<file path="src/rtl/core/taipid_pkg.sv">
// Package for the three-axis incremental PID block.
// Holds widths, register indexes and the control struct shared by all modules.
// No dependencies.
package taipid_pkg;

    localparam int NAXES         = 3;
    localparam int FRAC_BITS_DEF = 16;
    localparam int GAIN_W        = 24;
    localparam int K_W           = GAIN_W + 2;       // kp + ki + kd, kp + 2*kd
    localparam int VAL_W         = 32;
    localparam int ERR_W         = VAL_W + 1;
    localparam int PROD_W        = K_W + 1 + ERR_W;  // signed k times signed error
    localparam int ACC_W         = PROD_W + 2;
    localparam int IDX_W         = 3;

    typedef enum logic [IDX_W-1:0] {
        REG_GAIN_PROP  = 3'd0,
        REG_GAIN_INTEG = 3'd1,
        REG_GAIN_DERIV = 3'd2,
        REG_SETPOINT_X = 3'd3,
        REG_SETPOINT_Y = 3'd4,
        REG_SETPOINT_Z = 3'd5
    } taipid_reg_t;

    // derived loop coefficients, shared by all lanes
    typedef struct packed {
        logic [K_W-1:0] k0;
        logic [K_W-1:0] k1;
        logic [K_W-1:0] k2;
    } taipid_coef_t;

    // pipeline step strobes from the controller to each lane
    typedef struct packed {
        logic accept;   // input word taken into stage 1
        logic adv2;     // stage 2 loads from stage 1
        logic adv3;     // stage 3 loads from stage 2
        logic load4;    // output stage loads, drive state updates
    } taipid_step_t;

endpackage

</file>
<file path="src/rtl/core/taipid_ctrl.sv">
// Pipeline controller for the three-axis incremental PID block.
// Tracks stage valid bits, forms per-stage load strobes and the handshakes.
// Depends on taipid_pkg.
module taipid_ctrl
    import taipid_pkg::*;
(
    input  logic         clk,
    input  logic         rst_n,
    input  logic         in_valid,
    input  logic         cfg_valid,
    input  logic         out_ready,
    output logic         in_ready,
    output logic         out_valid,
    output taipid_step_t step
);

    logic v1_reg, v2_reg, v3_reg, v4_reg;
    logic v1_next, v2_next, v3_next, v4_next;
    logic rdy1, rdy2, rdy3, rdy4;
    logic accept;

    // a stage can load when empty or when its word moves on this cycle
    assign rdy4 = !v4_reg || out_ready;
    assign rdy3 = !v3_reg || rdy4;
    assign rdy2 = !v2_reg || rdy3;
    assign rdy1 = !v1_reg || rdy2;

    // hold off inputs while a config write is pending, so coefficients settle
    assign in_ready = rdy1 && !cfg_valid;
    assign accept   = in_valid && in_ready;

    always_comb
    begin
        v1_next = rdy1 ? accept : v1_reg;
        v2_next = rdy2 ? v1_reg : v2_reg;
        v3_next = rdy3 ? v2_reg : v3_reg;
        v4_next = rdy4 ? v3_reg : v4_reg;
    end

    always_ff @(posedge clk or negedge rst_n)
    begin
        if (!rst_n)
        begin
            v1_reg <= 1'b0;
            v2_reg <= 1'b0;
            v3_reg <= 1'b0;
            v4_reg <= 1'b0;
        end
        else
        begin
            v1_reg <= v1_next;
            v2_reg <= v2_next;
            v3_reg <= v3_next;
            v4_reg <= v4_next;
        end
    end

    assign step.accept = accept;
    assign step.adv2   = rdy2 && v1_reg;
    assign step.adv3   = rdy3 && v2_reg;
    assign step.load4  = rdy4 && v3_reg;
    assign out_valid   = v4_reg;

    a_accept_fills: assert property (@(posedge clk) disable iff (!rst_n)
        step.accept |=> v1_reg)
        else $error("accepted word did not reach stage 1");

    a_load_fills: assert property (@(posedge clk) disable iff (!rst_n)
        step.load4 |=> v4_reg)
        else $error("output stage load lost");

    a_full_when_blocked: assert property (@(posedge clk) disable iff (!rst_n)
        !rdy1 |-> (v1_reg && v2_reg && v3_reg && v4_reg))
        else $error("input blocked with a bubble in the pipeline");

    a_no_cfg_overlap: assert property (@(posedge clk) disable iff (!rst_n)
        cfg_valid |-> !step.accept)
        else $error("input accepted during config write");

    a_stage1_holds: assert property (@(posedge clk) disable iff (!rst_n)
        (v1_reg && !rdy2) |=> v1_reg)
        else $error("stage 1 word dropped while stalled");

endmodule

</file>
<file path="config.mk">
export PLATFORM = sky130hd
export DESIGN_NAME = taipid_ctrl
export DESIGN_NICKNAME = d
export VERILOG_FILES = /design/src/rtl/core/taipid_pkg.sv /design/src/rtl/core/taipid_ctrl.sv
export SDC_FILE = /design/constraint.sdc
export NUM_CORES = 1
export LEC_CHECK = 0
export BUFFER_PORTS_ARGS = -buffer_cell sky130_fd_sc_hd__buf_2
export CORE_AREA = 10 10 47 49
export DETAILED_ROUTE_END_ITERATION = 16
export DIE_AREA = 0 0 57 59
export HOLD_SLACK_MARGIN = 0.15
export PLACE_DENSITY = 0.44
export SYNTH_ARGS = -nofsm -noshare
export SYNTH_HDL_FRONTEND = slang
export SYNTH_SLANG_ARGS = --single-unit
export TNS_END_PERCENT = 100
</file>
<file path="constraint.sdc">
create_clock -name clk -period 1.35 [get_ports clk]
set_input_delay 0.135 -clock clk [delete_from_list [all_inputs] [get_ports clk]]
set_output_delay 0.135 -clock clk [all_outputs]
set_load 0.03 [all_outputs]
</file>
* Yosys cells after proc, flatten, opt, wreduce, memory -nomap -nowiden
Cells that the tools add are included.
** Storage, ports and cells
- Register bits :: 4
- Input port bits :: 5
- Output and inout port bits :: 6
- Logic and storage cells :: 18
** Operators by class
- Reductions and logical operators :: 14
** Operator list (count)
- $logic_and A1 B1 Y1 :: 5
- $logic_not A1 Y1 :: 5
- $logic_or A1 B1 Y1 :: 4

* Logic depth before layout (Yosys ltp)
- Depth in word-level cells :: 7
- Mapped depth :: 3
- Mapped depth without buffers :: 2

* Worst setup path after synthesis
Ideal clock, no wire load.
- Path type :: reg2out
- Start point :: reg v4_reg, in the netlist out_valid
- End point :: out in_ready
- Data arrival time :: 1.253 ns
- Data required time :: 1.215 ns
- Slack :: -0.038 ns
- Stages on the path, launching flop included :: 3
- Cells stage by stage :: dfrtp_1 > and4b_4 > a21oi_1
** Between the ends
- Longest elaborated chain between the ends :: 6
** RTL lines
- from (decl) :: line taipid_ctrl.sv:17 : logic v1_reg, v2_reg, v3_reg, v4_reg;
- from (signal assigned) :: line taipid_ctrl.sv:54 : v4_reg <= v4_next;
- $logic_not A1 Y1 :: line taipid_ctrl.sv:23 : assign rdy4 = !v4_reg || out_ready;
- $logic_or A1 B1 Y1 :: line taipid_ctrl.sv:23
- $logic_or A1 B1 Y1 :: line taipid_ctrl.sv:24 : assign rdy3 = !v3_reg || rdy4;
- $logic_or A1 B1 Y1 :: line taipid_ctrl.sv:25 : assign rdy2 = !v2_reg || rdy3;
- $logic_or A1 B1 Y1 :: line taipid_ctrl.sv:26 : assign rdy1 = !v1_reg || rdy2;
- $logic_and A1 B1 Y1 :: line taipid_ctrl.sv:29 : assign in_ready = rdy1 && !cfg_valid;
- to (decl) :: line taipid_ctrl.sv:12 : output logic in_ready,
No other way between the ends.

==> results.sh <==
export IMPL_setup_viol=0
export IMPL_fillers=161
export IMPL_cts_sinks=4
export IMPL_r2r_start="v2_reg$_DFFE_PN0P_"
export IMPL_path_clk_slew_ns=0.04
export IMPL_drv_cap=0
export IMPL_rsz0062_at_grt="true"
export IMPL_synthFlopType="dfrtp_1"
export IMPL_sw_frac_of_total_pct=30.0
export IMPL_nets=42
export IMPL_dieArea_sq_um=3360
export IMPL_ys_warn_count=0
export IMPL_min_path_type="in2reg"
export IMPL_async_flop_share_pct=100
export IMPL_root_buffer="clkbuf_4"
export IMPL_routed_wl_microns=539
export IMPL_io_buffers=10
export IMPL_die_x_microns=57
export IMPL_clkPwrFrac_pct=38.9
export IMPL_diodes=0
export IMPL_timing_final_ws_setup_ns=0.0412
export IMPL_synth_edff_count=0
export IMPL_synth_nets=25
export IMPL_cell_internal_pwr_mw=0.269
export IMPL_status="complete, no violations"
export IMPL_pre_cts_ws_ns=0.244
export IMPL_cp_start_kind="flop"
export IMPL_power_density_nw_per_um2=1170
export IMPL_synth_area_leaders="dfrtp_1 (49%), nand2b_1 (12%), and4b_4 (6.8%), a21oi_1 (4.9%), nand4b_1 (4.3%)"
export IMPL_leakage_nw=0.163
export IMPL_cts_tree="yes"
export IMPL_comb_power_share_pct=23.6
export IMPL_ant_nets=0
export IMPL_drc=0
export IMPL_cp_startpoint="v3_reg$_DFFE_PN0P_"
export IMPL_via_count=195
export IMPL_grt_max_degree=6
export IMPL_syn_cell_area_sq_um=203
export IMPL_multi_input_area_sq_um=95.1
export IMPL_max_slew_margin_pct=89.3
export IMPL_required_ns=1.22
export IMPL_use_met1_pct=4.07
export IMPL_clockBufferDepth=2
export IMPL_grt_pass1_vias=196
export IMPL_routabilityCongestion=0.657
export IMPL_ir_drop_uv=699
export IMPL_avgViaCountPerCell=3.82
export IMPL_utilization_pct=23.4
export IMPL_fin_crit_sh_pct=97.0
export IMPL_clock_skew_ns=0.00244
export IMPL_seq_area_sq_um=100
export IMPL_synth_area_per_cell_sq_um=10.1
export IMPL_ys_seq_elements=4
export IMPL_worst_setup_path_type="reg2out"
export IMPL_crit_fanout=5
export IMPL_met2_usage_pct=3.41
export IMPL_hold_start="out_ready"
export IMPL_track_usage_pct=3.60
export IMPL_io_pin_count=11
export IMPL_first_pass_iters=2
export IMPL_insertion_delay_ns=0.24
export IMPL_synth_seq_area_share_pct=49.4
export IMPL_p_switching_mw=0.115
export IMPL_worst_pin_slew_ns=0.161
export IMPL_grt_busiest_layer="met3"
export IMPL_grt_overflow_total=0
export IMPL_antenna_found_initial=0
export IMPL_rows=14
export IMPL_tritoncts_num_buffers=3
export IMPL_syn_instance_count=20
export IMPL_maxSlewViolCount=0
export IMPL_coreArea_sq_um=1400
export IMPL_grt_pass1_wl_microns=876
export IMPL_hold_viol=0
export IMPL_arrival_ns=1.17
export IMPL_dieHeight_microns=59
export IMPL_routedWlPerCell_microns=10.6
export IMPL_synth_area_leader_cell="dfrtp_1"
export IMPL_start_util_pct=14.5
export IMPL_drt_iter0_markers=2
export IMPL_yosys_area_top_type_share_pct=49.4
export IMPL_dp_hpwl_microns=414
export IMPL_power_share_sequential_pct=37.4
export IMPL_crit_path_end_kind="primary output"
export IMPL_drive_above_1_share_pct=48.6
export IMPL_area_growth_pct=61.7
export IMPL_grt_use_met3_pct=5.79
export IMPL_synthTopCellsByCount="dfrtp_1 (4), nand2b_1 (4), a21oi_1 (2)"
export IMPL_synth_distinct_cells=13
export IMPL_fmax_mhz=764
export IMPL_min_period_ns=1.31
export IMPL_htree_levels=1
-- logic make-up after synthesis --
group | count (synthesis) | share of synthesized area, %
AO/OA/AOI/OAI | 3 | 7.41
buffers and inverters | 2 | 5.56
flip-flops | 4 | 49.4
AND/OR/NAND/NOR | 11 | 37.7
-- cell type report --
| cell class | instances | area share (%) |
|---|---|---|
| Timing Repair Buffer | 13 | 26.3 |
| Sequential cell | 4 | 30.5 |
| Inverter | 1 | 1.15 |
| Multi-Input combinational cell | 14 | 29.0 |
| Clock buffer | 3 | 6.87 |
| Tap cell | 16 | 6.11 |
-- critical path, cell delays in order, from the launching register on --
cell     delay [ns]
dfrtp_1        0.40
and4b_4        0.22
a21oi_1        0.14
buf_4          0.17
-- stage by stage --
step	total power [mW]	std cells	hold WS, ns	setup TNS [ns]	instance area (sq um)
after floorplan	0.199	20	-0.161	0	206
after global placement	0.227	45	-0.0543	0	269
after detailed placement	0.227	45	-0.0509	0	269
after CTS	0.390	50	0.202	0	317
after global routing	0.417	51	0.234	-0.0219	328
final	0.384	51	0.206	0	328
-- routing by layer --
metal / share of wire (%) / routed length, microns
met1: 49 / 263
met2: 30 / 164
met3: 21 / 111
met4: 0 / 0
met5: 0 / 0
-- cell usage in the layout, fill, tap and decap left out, types with 2 or more instances in the layout --
cell / netlist / routed
buf_2: 0 / 8
buf_4: 1 / 2
clkbuf_4: 0 / 3
dfrtp_1: 4 / 4
dlygate4sd3_1: 0 / 2
nand2b_1: 4 / 4
-- power groups by stage --
stage	clock network, mW	registers [mW]	logic [mW]
after floorplan	0	0.152	0.0475
after global placement	0	0.146	0.0805
after detailed placement	0	0.146	0.0810
after CTS	0.158	0.145	0.0875
after global routing	0.171	0.146	0.0996
final	0.149	0.144	0.0907
-- repair_timing --
item | CTS | global route
gates resized for setup | 2 | 1
pin swaps | 0 | 1
endpoints found under the setup margin | 2 | 2
endpoints found under the hold margin | 5 | 0
hold buffers | 2 | 0
setup buffers | 0 | 1
-- final timing paths --
kind                       slack [ns]  cells after the start                     to
setup / recovery                 0.04                      3                step[3]
hold / removal                   0.21                      3  out_valid$_DFFE_PN0P_
setup reg to reg                 0.58                      2     v3_reg$_DFFE_PN0P_
hold reg to reg                  0.53                      2     v2_reg$_DFFE_PN0P_
max in group asynchronous        0.97                      2     v3_reg$_DFFE_PN0P_
min in group asynchronous        0.25                      2     v1_reg$_DFFE_PN0P_
(Power assumes the default switching activity.)
