--- src/rtl/core/taipid_pkg.sv ---
// Package for the three-axis incremental PID block.
// Holds widths, register indexes and the control struct shared by all modules.
// No dependencies.
package taipid_pkg;

    localparam int NAXES         = 3;
    localparam int FRAC_BITS_DEF = 16;
    localparam int GAIN_W        = 24;
    localparam int K_W           = GAIN_W + 2;       // kp + ki + kd, kp + 2*kd
    localparam int VAL_W         = 32;
    localparam int ERR_W         = VAL_W + 1;
    localparam int PROD_W        = K_W + 1 + ERR_W;  // signed k times signed error
    localparam int ACC_W         = PROD_W + 2;
    localparam int IDX_W         = 3;

    typedef enum logic [IDX_W-1:0] {
        REG_GAIN_PROP  = 3'd0,
        REG_GAIN_INTEG = 3'd1,
        REG_GAIN_DERIV = 3'd2,
        REG_SETPOINT_X = 3'd3,
        REG_SETPOINT_Y = 3'd4,
        REG_SETPOINT_Z = 3'd5
    } taipid_reg_t;

    // derived loop coefficients, shared by all lanes
    typedef struct packed {
        logic [K_W-1:0] k0;
        logic [K_W-1:0] k1;
        logic [K_W-1:0] k2;
    } taipid_coef_t;

    // pipeline step strobes from the controller to each lane
    typedef struct packed {
        logic accept;   // input word taken into stage 1
        logic adv2;     // stage 2 loads from stage 1
        logic adv3;     // stage 3 loads from stage 2
        logic load4;    // output stage loads, drive state updates
    } taipid_step_t;

endpackage

--- src/rtl/core/taipid_cfg.sv ---
// Configuration register file for the three-axis incremental PID block.
// Holds gains and setpoints and registers the derived coefficients k0, k1, k2.
// Depends on taipid_pkg.
module taipid_cfg
    import taipid_pkg::*;
#(
    parameter int FRAC_BITS = FRAC_BITS_DEF
)
(
    input  logic                          clk,
    input  logic                          rst_n,
    input  logic                          cfg_valid,
    input  logic [IDX_W-1:0]              cfg_index,
    input  logic [VAL_W-1:0]              cfg_data,
    output taipid_coef_t                  coef,
    output logic [NAXES-1:0][VAL_W-1:0]   setpoint
);

    localparam logic [63:0] GP_RST_W = 64'd2 << FRAC_BITS;
    localparam logic [63:0] GI_RST_W = ((64'd1 << FRAC_BITS) + 64'd50) / 64'd100;
    localparam logic [GAIN_W-1:0] GP_RST = GP_RST_W[GAIN_W-1:0];
    localparam logic [GAIN_W-1:0] GI_RST = GI_RST_W[GAIN_W-1:0];
    localparam logic [K_W-1:0] K0_RST = {2'b00, GP_RST} + {2'b00, GI_RST};
    localparam logic [K_W-1:0] K1_RST = {2'b00, GP_RST};
    localparam logic [VAL_W-1:0] SPZ_RST = 32'h0004_0000;   // 4.0

    logic [GAIN_W-1:0] gp_reg, gi_reg, gd_reg;
    logic [NAXES-1:0][VAL_W-1:0] sp_reg;
    taipid_coef_t coef_reg, coef_next;

    always_ff @(posedge clk or negedge rst_n)
    begin
        if (!rst_n)
        begin
            gp_reg <= GP_RST;
            gi_reg <= GI_RST;
            gd_reg <= '0;
            sp_reg <= {SPZ_RST, {VAL_W{1'b0}}, {VAL_W{1'b0}}};
        end
        else if (cfg_valid)
        begin
            case (cfg_index)
                REG_GAIN_PROP:  gp_reg    <= cfg_data[GAIN_W-1:0];
                REG_GAIN_INTEG: gi_reg    <= cfg_data[GAIN_W-1:0];
                REG_GAIN_DERIV: gd_reg    <= cfg_data[GAIN_W-1:0];
                REG_SETPOINT_X: sp_reg[0] <= cfg_data;
                REG_SETPOINT_Y: sp_reg[1] <= cfg_data;
                REG_SETPOINT_Z: sp_reg[2] <= cfg_data;
                default: ;
            endcase
        end
    end

    always_comb
    begin
        coef_next.k0 = {2'b00, gp_reg} + {2'b00, gi_reg} + {2'b00, gd_reg};
        coef_next.k1 = {2'b00, gp_reg} + {1'b0, gd_reg, 1'b0};
        coef_next.k2 = {2'b00, gd_reg};
    end

    always_ff @(posedge clk or negedge rst_n)
    begin
        if (!rst_n)
        begin
            coef_reg.k0 <= K0_RST;
            coef_reg.k1 <= K1_RST;
            coef_reg.k2 <= '0;
        end
        else
        begin
            coef_reg <= coef_next;
        end
    end

    assign coef     = coef_reg;
    assign setpoint = sp_reg;

endmodule

--- config.mk ---
export PLATFORM = sky130hd
export DESIGN_NAME = taipid_cfg
export DESIGN_NICKNAME = d
export VERILOG_FILES = /design/src/rtl/core/taipid_pkg.sv /design/src/rtl/core/taipid_cfg.sv
export SDC_FILE = /design/constraint.sdc
export NUM_CORES = 1
export LEC_CHECK = 0
export BUFFER_PORTS_ARGS = -buffer_cell sky130_fd_sc_hd__clkbuf_2
export CAP_MARGIN = 0
export CELL_PAD_IN_SITES_DETAIL_PLACEMENT = 1
export CELL_PAD_IN_SITES_GLOBAL_PLACEMENT = 2
export CORE_UTILIZATION = 38
export DETAILED_ROUTE_END_ITERATION = 10
export PLACE_DENSITY = 0.87
export SYNTH_ARGS = -nofsm -noshare
export SYNTH_HDL_FRONTEND = slang
export SYNTH_SLANG_ARGS = --single-unit
export TNS_END_PERCENT = 20
--- constraint.sdc ---
create_clock -name clk -period 3.4 [get_ports clk]
set_input_delay 0.17 -clock clk [delete_from_list [all_inputs] [get_ports clk]]
set_output_delay 0.17 -clock clk [all_outputs]
set_load 0.1 [all_outputs]
# Word-level counts from Yosys, hierarchy flattened
# Cells that the tools add are included.
# classes
addsub,3
n_eq_ne,5
reduce_logical,7
# op_table
op,count
24-bit by 25-bit adder with 26-bit output,1
25-bit by 24-bit adder with 26-bit output,1
24-bit by 24-bit adder with 25-bit output,1
2-bit AND reduction,6
3-bit by 2-bit equality test with 1-bit output (second input constant),2
3-bit equality test (second input constant),2
3-bit by 1-bit equality test with 1-bit output (second input constant),1
3-bit zero test,1
# totals
reg_bits,244
inputBits,38
word_cells,24

# Logic depth before layout (Yosys ltp)
# Gate-level depths: netlist of run 1.
# depth
ltp_word,2
mapped_depth,12

# Worst setup path after synthesis of run 1
# No wires, ideal clock.
# synth_path
path_kind,register to register
startpoint,reg gi_reg[1]
endpoint,reg coef_reg (netlist bit coef[77])
setup_ns,0.134
arrival_time_ns,2.828
t_required_ns,3.266
slack_ns,0.438
stages_incl_launch_ff,11
path_buffers,0
cell_sequence,dfstp_2 > fa_1 > ha_1 > fa_1 > a21oi_1 > o21ai_0 > a21oi_1 > a2bb2oi_1 > a21oi_1 > a221oi_2 > o21ai_0
# synth_rtl
item,line_no,text
"start, declared",taipid_cfg.sv:27,"logic [GAIN_W-1:0] gp_reg, gi_reg, gd_reg;"
"start signal, assigned",taipid_cfg.sv:44,REG_GAIN_INTEG: gi_reg <= cfg_data[GAIN_W-1:0];
"end signal, assigned",taipid_cfg.sv:71,coef_reg <= coef_next;
"end, declared",taipid_cfg.sv:29,"taipid_coef_t coef_reg, coef_next;"

==> impl_metrics.yaml, run 1 <==
outcome:
  outcome: "complete, no violations"
global_route:
  overflow: 0
  use_met1_pct: 25.99
  grtUsageMet2_pct: 31.87
  grt_util_met3_pct: 3.914
  grt_pass1_vias: 7967
  track_usage_pct: 19.55
  grt_max_degree: 90
  antenna_found_initial: 0
  busiest_layer: "met2"
  grt_pass1_wl_mm: 44.55
synthesis:
  ys_seq_area_share_pct: 55.63
  syn_inst: 798
  synth_top_area_share_pct: 51.81
  syn-cell-area_mm2: 0.01101
  ys_ff_latch: 244
  synth_edf_count: 0
  yosys-top-cells-area: "dfrtp_1 52%, mux2_2 17%, ha_1 5.2%"
  synthDistinctLibCells: 58
  async_flop_share_pct: 100.0
  postSynthAreaPerCell_um2: 13.80
  ys_warn_count: 0
  synth_top_cell_by_area: "dfrtp_1"
  synth_flop_cell: "dfrtp_1"
layout:
  antennaDiodeCount: 0
  largest_reg_flops: 96
  final_area_mm2: 0.01388
  nFillCells: 2918
  drive_gt1_share_pct: 44.06
  area_growth_pct: 26.04
  stdcell_count: 1456
  finalNetCount: 1166
setup_path:
  start_kind: "flip-flop"
  r2r_setup_slack_ns: 0.26
  path_depth: 11
  crit_end: "coef[77]$_DFF_PN0_"
  ff2ff_path_depth: 11
  crit_family: "compound AO/OA/AOI/OAI gates"
  crit_slowest_cell: "dfstp_2"
  cp-startpoint: "gi_reg[1]$_DFFE_PN1P_"
  criticalPathCategory: "reg2reg"
  crit_chain: "fa_1, ha_1, fa_1, a21oi_2, o21ai_1, a21oi_1, buf_4, a2bb2oi_2, a21oi_1, a221oi_2, o21ai_0"
  path_buf_inv: 1
  critPathMaxFanout: 3
  crit_required_ns: 3.79
  worst_path_largest_cell_delay_ns: 0.54
  arrival_ns: 3.53
  r2r-end: "coef[77]$_DFF_PN0_"
  cp-end-kind: "flip-flop"
  worstReg2RegStart: "gi_reg[1]$_DFFE_PN1P_"
routing:
  ant_nets: 0
  via_per_inst: 5.071
  drtPass1Iterations: 4
  post-route-drc-count: 0
  num_vias: 7383
  wl_per_cell_um: 19.38
  wl_mm: 28.21
  dr.first_iter.drc_count: 278
timing:
  max-slew-margin-rel_pct: 32.14
  finalSetupTns_ns: 0
  finalCriticalPeriod_ns: 3.138
  drv_slew: 0
  hold_viol: 0
  fin_worst_skew_ns: 0.01136
  rsz0062_at_grt: "false"
  worst_pin_slew_ns: 1.012
  setup_violations: 0
  min_period_over_period_pct: 92.28
  fmax_mhz: 318.7
floorplanning:
  fp-row-count: 61
  io_pins: 212
  start_util_pct: 39.10
  die_w_um: 172.2
  die_h_um: 172.2
  core-area_mm2: 0.02816
  die-area_mm2: 0.02966
cts:
  clock-sinks: 244
  cts_tree: "built"
  clockBufferDepth: 3
  clk_pin_slew_worst_paths_ns: 0.06
  cts_htree_levels: 1
  clock_latency_ns: 0.53
  cts_buffers: 28
  cts-root-buf: "clkbuf_16"
placement:
  place_congestion: 0.8274
  io_buffers: 209
  place_area_mm2: 0.01262
  dp.cells: 1375
  dp_hpwl_mm: 20.42
min_path:
  min_path_type: "in2reg"
job:
  cap_violations: 0
==> what timing repair did <==
item | CTS | global route
endpoints found under the hold margin | 205 | 0
setup endpoints to repair | 0 | 3
hold buffers | 29 | 0
buffers inserted | 0 | 0
resized for setup | 0 | 3
==> metrics by stage <==
step / utilization [%] / hold WS (ns) / setup WS, ns
CTS: 49.25 / 0.008655 / 0.01591
floorplan: - / -0.1256 / 0.4379
detailed placement: 44.80 / 0.2204 / 0.04525
global route: 49.28 / 0.02973 / 0.06370
global placement: 44.80 / 0.2156 / 0.07916
finish: 49.28 / 0.01755 / 0.2623
==> layout make-up <==
class	count	area, µm²	area share, %
tap	378	473.0	3.408
clock inverter	12	125.1	0.9015
clock buffer	40	837.1	6.031
sequential	244	6126	44.14
inverter	16	60.06	0.4327
multi-input combinational	510	4752	34.24
timing repair buffer	256	1506	10.85
==> worst min path at each step <==
stage,start,endpoint,slack (ns),cells past startpoint
after floorplan,rst_n,coef[0]$_DFF_PN0_,-0.13,0
after global placement,rst_n,coef[76]$_DFF_PN0_,0.22,1
after detailed placement,rst_n,coef[76]$_DFF_PN0_,0.22,1
after CTS,cfg_data[18],setpoint[82]$_DFFE_PN1P_,0.009,2
after global routing,cfg_data[18],setpoint[82]$_DFFE_PN1P_,0.03,2
final,cfg_data[18],setpoint[82]$_DFFE_PN1P_,0.02,2
==> cells in the mapped netlist, types with 3 or more instances <==
library cell / n
dfrtp_1: 228
mux2_2: 165
ha_1: 46
a21oi_1: 41
xnor2_1: 30
nand2_1: 29
fa_1: 26
nor2_1: 26
o21ai_0: 22
a21o_1: 20
clkbuf_1: 19
dfstp_2: 16
inv_1: 16
xor2_1: 11
nand3_1: 9
nand4_1: 8
nor2b_1: 8
a31oi_1: 7
nand2b_1: 5
and3_1: 4
o21ai_1: 4
o21bai_1: 4
buf_1: 3
buf_2: 3
buf_4: 3
==> logic make-up after synthesis <==
logic type      share of synthesized area, %
other cells                          0.03405
xor+xnor                               3.261
mux                                    16.96
fa+ha+maj                              9.953
buf+inv                                1.738
compound gates                         7.908
flops                                  55.63
simple gates                           4.511
==> cells in the final DEF, fill, tap and decap left out, types with 7 or more instances in the layout <==
master,n
a21oi_1,40
nor2_1,26
clkbuf_2,208
clkbuf_16,29
xnor2_1,30
ha_1,46
fa_1,26
nand4_1,8
dfstp_2,16
nand2_1,29
nor2b_1,8
o21ai_0,21
nand3_1,9
a21o_1,20
clkbuf_8,7
inv_1,16
xor2_1,11
dfrtp_1,228
a31oi_1,7
mux2_2,165
buf_4,16
dlygate4sd3_1,29
==> layer usage <==
metal	routed length, µm	share of wire, %	vias to the layer above
met5	0	0	-
met4	832	2.9	0
met3	1399	5.0	48
met2	13520	48	170
met1	12460	44	3796
li1	-	-	3369
Power of run 1 is not shown: default switching activity piles up to over one toggle a cycle in this logic, so the estimate is an artifact.
==> run 2: changes to the inputs <==
--- a/config.mk
+++ b/config.mk
@@ -10,6 +10,7 @@
 export CELL_PAD_IN_SITES_DETAIL_PLACEMENT = 1
 export CELL_PAD_IN_SITES_GLOBAL_PLACEMENT = 2
 export CORE_UTILIZATION = 38
+export CTS_BUF_LIST = sky130_fd_sc_hd__clkbuf_16
 export DETAILED_ROUTE_END_ITERATION = 10
 export PLACE_DENSITY = 0.87
 export SYNTH_ARGS = -nofsm -noshare
==> run 2 against run 1 <==
Net effect:
- count of clock-buffer cells in the layout shrank 11
- non-clock buffer count is the same
- via count grew 0.16%
- largest cell class unchanged
- highest routed layer unchanged
- final area shrank 0.51%
- maximum frequency shrank 0.15%
- routed wire length is essentially flat
- global-route usage is essentially flat
- sequential cell count is the same
- register-to-register slack is essentially flat
- first-iteration DRC count grew 1.8%
- hold slack is essentially flat
- critical path depth is the same
==> impl_metrics.yaml, run 2 (synthesized netlist as in run 1, its figures left out) <==
placement:
  place_congestion: 0.8274
  io_buffers: 209
  dp_hpwl_mm: 20.42
  dp.cells: 1375
min_path:
  min_path_type: "in2reg"
  worstHoldStart: "cfg_data[18]"
  hold_end: "setpoint[82]$_DFFE_PN1P_"
  min_path_cells: 2
timing:
  finalCriticalPeriod_ns: 3.142
  setup_violations: 0
  fin_worst_skew_ns: 0.01052
  finalSetupTns_ns: 0
  rsz0062_at_grt: "false"
  worst_pin_slew_ns: 1.014
  max-slew-margin-rel_pct: 32.04
  fmax_mhz: 318.2
  min_period_over_period_pct: 92.42
  drv_slew: 0
  hold_viol: 0
routing:
  wl_mm: 28.20
  via_per_inst: 5.079
  num_vias: 7395
  drtPass1Iterations: 4
  dr.first_iter.drc_count: 283
  wl_per_cell_um: 19.37
  ant_nets: 0
  post-route-drc-count: 0
cts:
  cts_htree_levels: 1
  cts-root-buf: "clkbuf_16"
  clock_latency_ns: 0.53
  cts_buffers: 28
  cts_tree: "built"
  clock-sinks: 244
  clockBufferDepth: 3
  clk_pin_slew_worst_paths_ns: 0.06
global_route:
  grt_pass1_wl_mm: 44.59
  track_usage_pct: 19.57
  overflow: 0
  antenna_found_initial: 0
  grt_pass1_vias: 7955
  grt_max_degree: 90
floorplanning:
  fp-row-count: 61
  die_h_um: 172.2
  die_w_um: 172.2
  io_pins: 212
  die-area_mm2: 0.02966
  start_util_pct: 39.10
  core-area_mm2: 0.02816
setup_path:
  ff2ff_path_depth: 11
  crit_required_ns: 3.79
  arrival_ns: 3.53
  start_kind: "flip-flop"
  criticalPathCategory: "reg2reg"
  cp-end-kind: "flip-flop"
  r2r-end: "coef[77]$_DFF_PN0_"
  r2r_setup_slack_ns: 0.26
  critPathMaxFanout: 3
  worstReg2RegStart: "gi_reg[1]$_DFFE_PN1P_"
job:
  cap_violations: 0
outcome:
  outcome: "complete, no violations"
layout:
  final_cell_mix: "228 x dfrtp_1, 208 x clkbuf_2, 165 x mux2_2, 46 x ha_1, 40 x a21oi_1"
  antennaDiodeCount: 0
  finalNetCount: 1166
  stdcell_count: 1456
  largest_reg_flops: 96
  drive_gt1_share_pct: 43.41
  area_growth_pct: 25.41
  layout_commonest_cell: "dfrtp_1"
## run 2: repair_timing
item                                    in CTS  in global routing
setup buffers                                0                  0
hold endpoints to repair                   205                  0
gates resized for setup                      0                  3
endpoints found under the setup margin       0                  3
hold buffers                                29                  0
## run 2: metrics by stage
step | instance area (µm²) | utilization, % | setup slack, ns | hold slack [ns]
after floorplan | 11020 | - | 0.4379 | -0.1256
after global placement | 12620 | 44.80 | 0.07916 | 0.2156
after detailed placement | 12620 | 44.80 | 0.04525 | 0.2204
after CTS | 13800 | 49.00 | 0.01723 | 0.008425
after global routing | 13810 | 49.03 | 0.06449 | 0.01938
final | 13810 | 49.03 | 0.2576 | 0.01759
## run 2: metal layers
| layer | track usage, % | vias to the layer above | wire (µm) |
|---|---|---|---|
| met1 | 25.90 | 3801 | 12470 |
| met3 | 4.143 | 49 | 1414 |
| met5 | 0 | - | 0 |
| met4 | 6.772 | 0 | 844 |
| met2 | 31.80 | 177 | 13470 |
| li1 | - | 3368 | - |
## run 2: final cells by class
cell class,instances,area [µm²]
fill,2923,14350
multi-input combinational,510,4752
clock inverter,23,166.4
timing repair buffer,256,1506
clock buffer,29,725.7
tap,378,473.0
sequential,244,6126
inverter,16,60.06
## run 2: worst max path at each step
| stage | start | endpoint | slack (ns) | cells after the start |
|---|---|---|---|---|
| 2_1_floorplan | gi_reg[1]$_DFFE_PN1P_ | coef[77]$_DFF_PN0_ | 0.44 | 10 |
| 3_3_place_gp | gi_reg[1]$_DFFE_PN1P_ | coef[77]$_DFF_PN0_ | 0.08 | 11 |
| 3_5_place_dp | gi_reg[1]$_DFFE_PN1P_ | coef[77]$_DFF_PN0_ | 0.05 | 11 |
| 4_1_cts | gi_reg[1]$_DFFE_PN1P_ | coef[77]$_DFF_PN0_ | 0.02 | 11 |
| 5_1_grt | gi_reg[2]$_DFFE_PN1P_ | coef[76]$_DFF_PN0_ | 0.06 | 10 |
| 6_report | gi_reg[1]$_DFFE_PN1P_ | coef[77]$_DFF_PN0_ | 0.26 | 11 |
## run 2: worst max-delay path, cell delays in order, from the launching register on
cell and delay (ns):
dfstp_2 0.54, fa_1 0.41, ha_1 0.23, fa_1 0.41
a21oi_2 0.16, o21ai_1 0.16, a21oi_1 0.16, buf_4 0.15
a2bb2oi_2 0.16, a21oi_1 0.13, a221oi_2 0.32, o21ai_0 0.16
Power of run 2 is left out for the same reason.
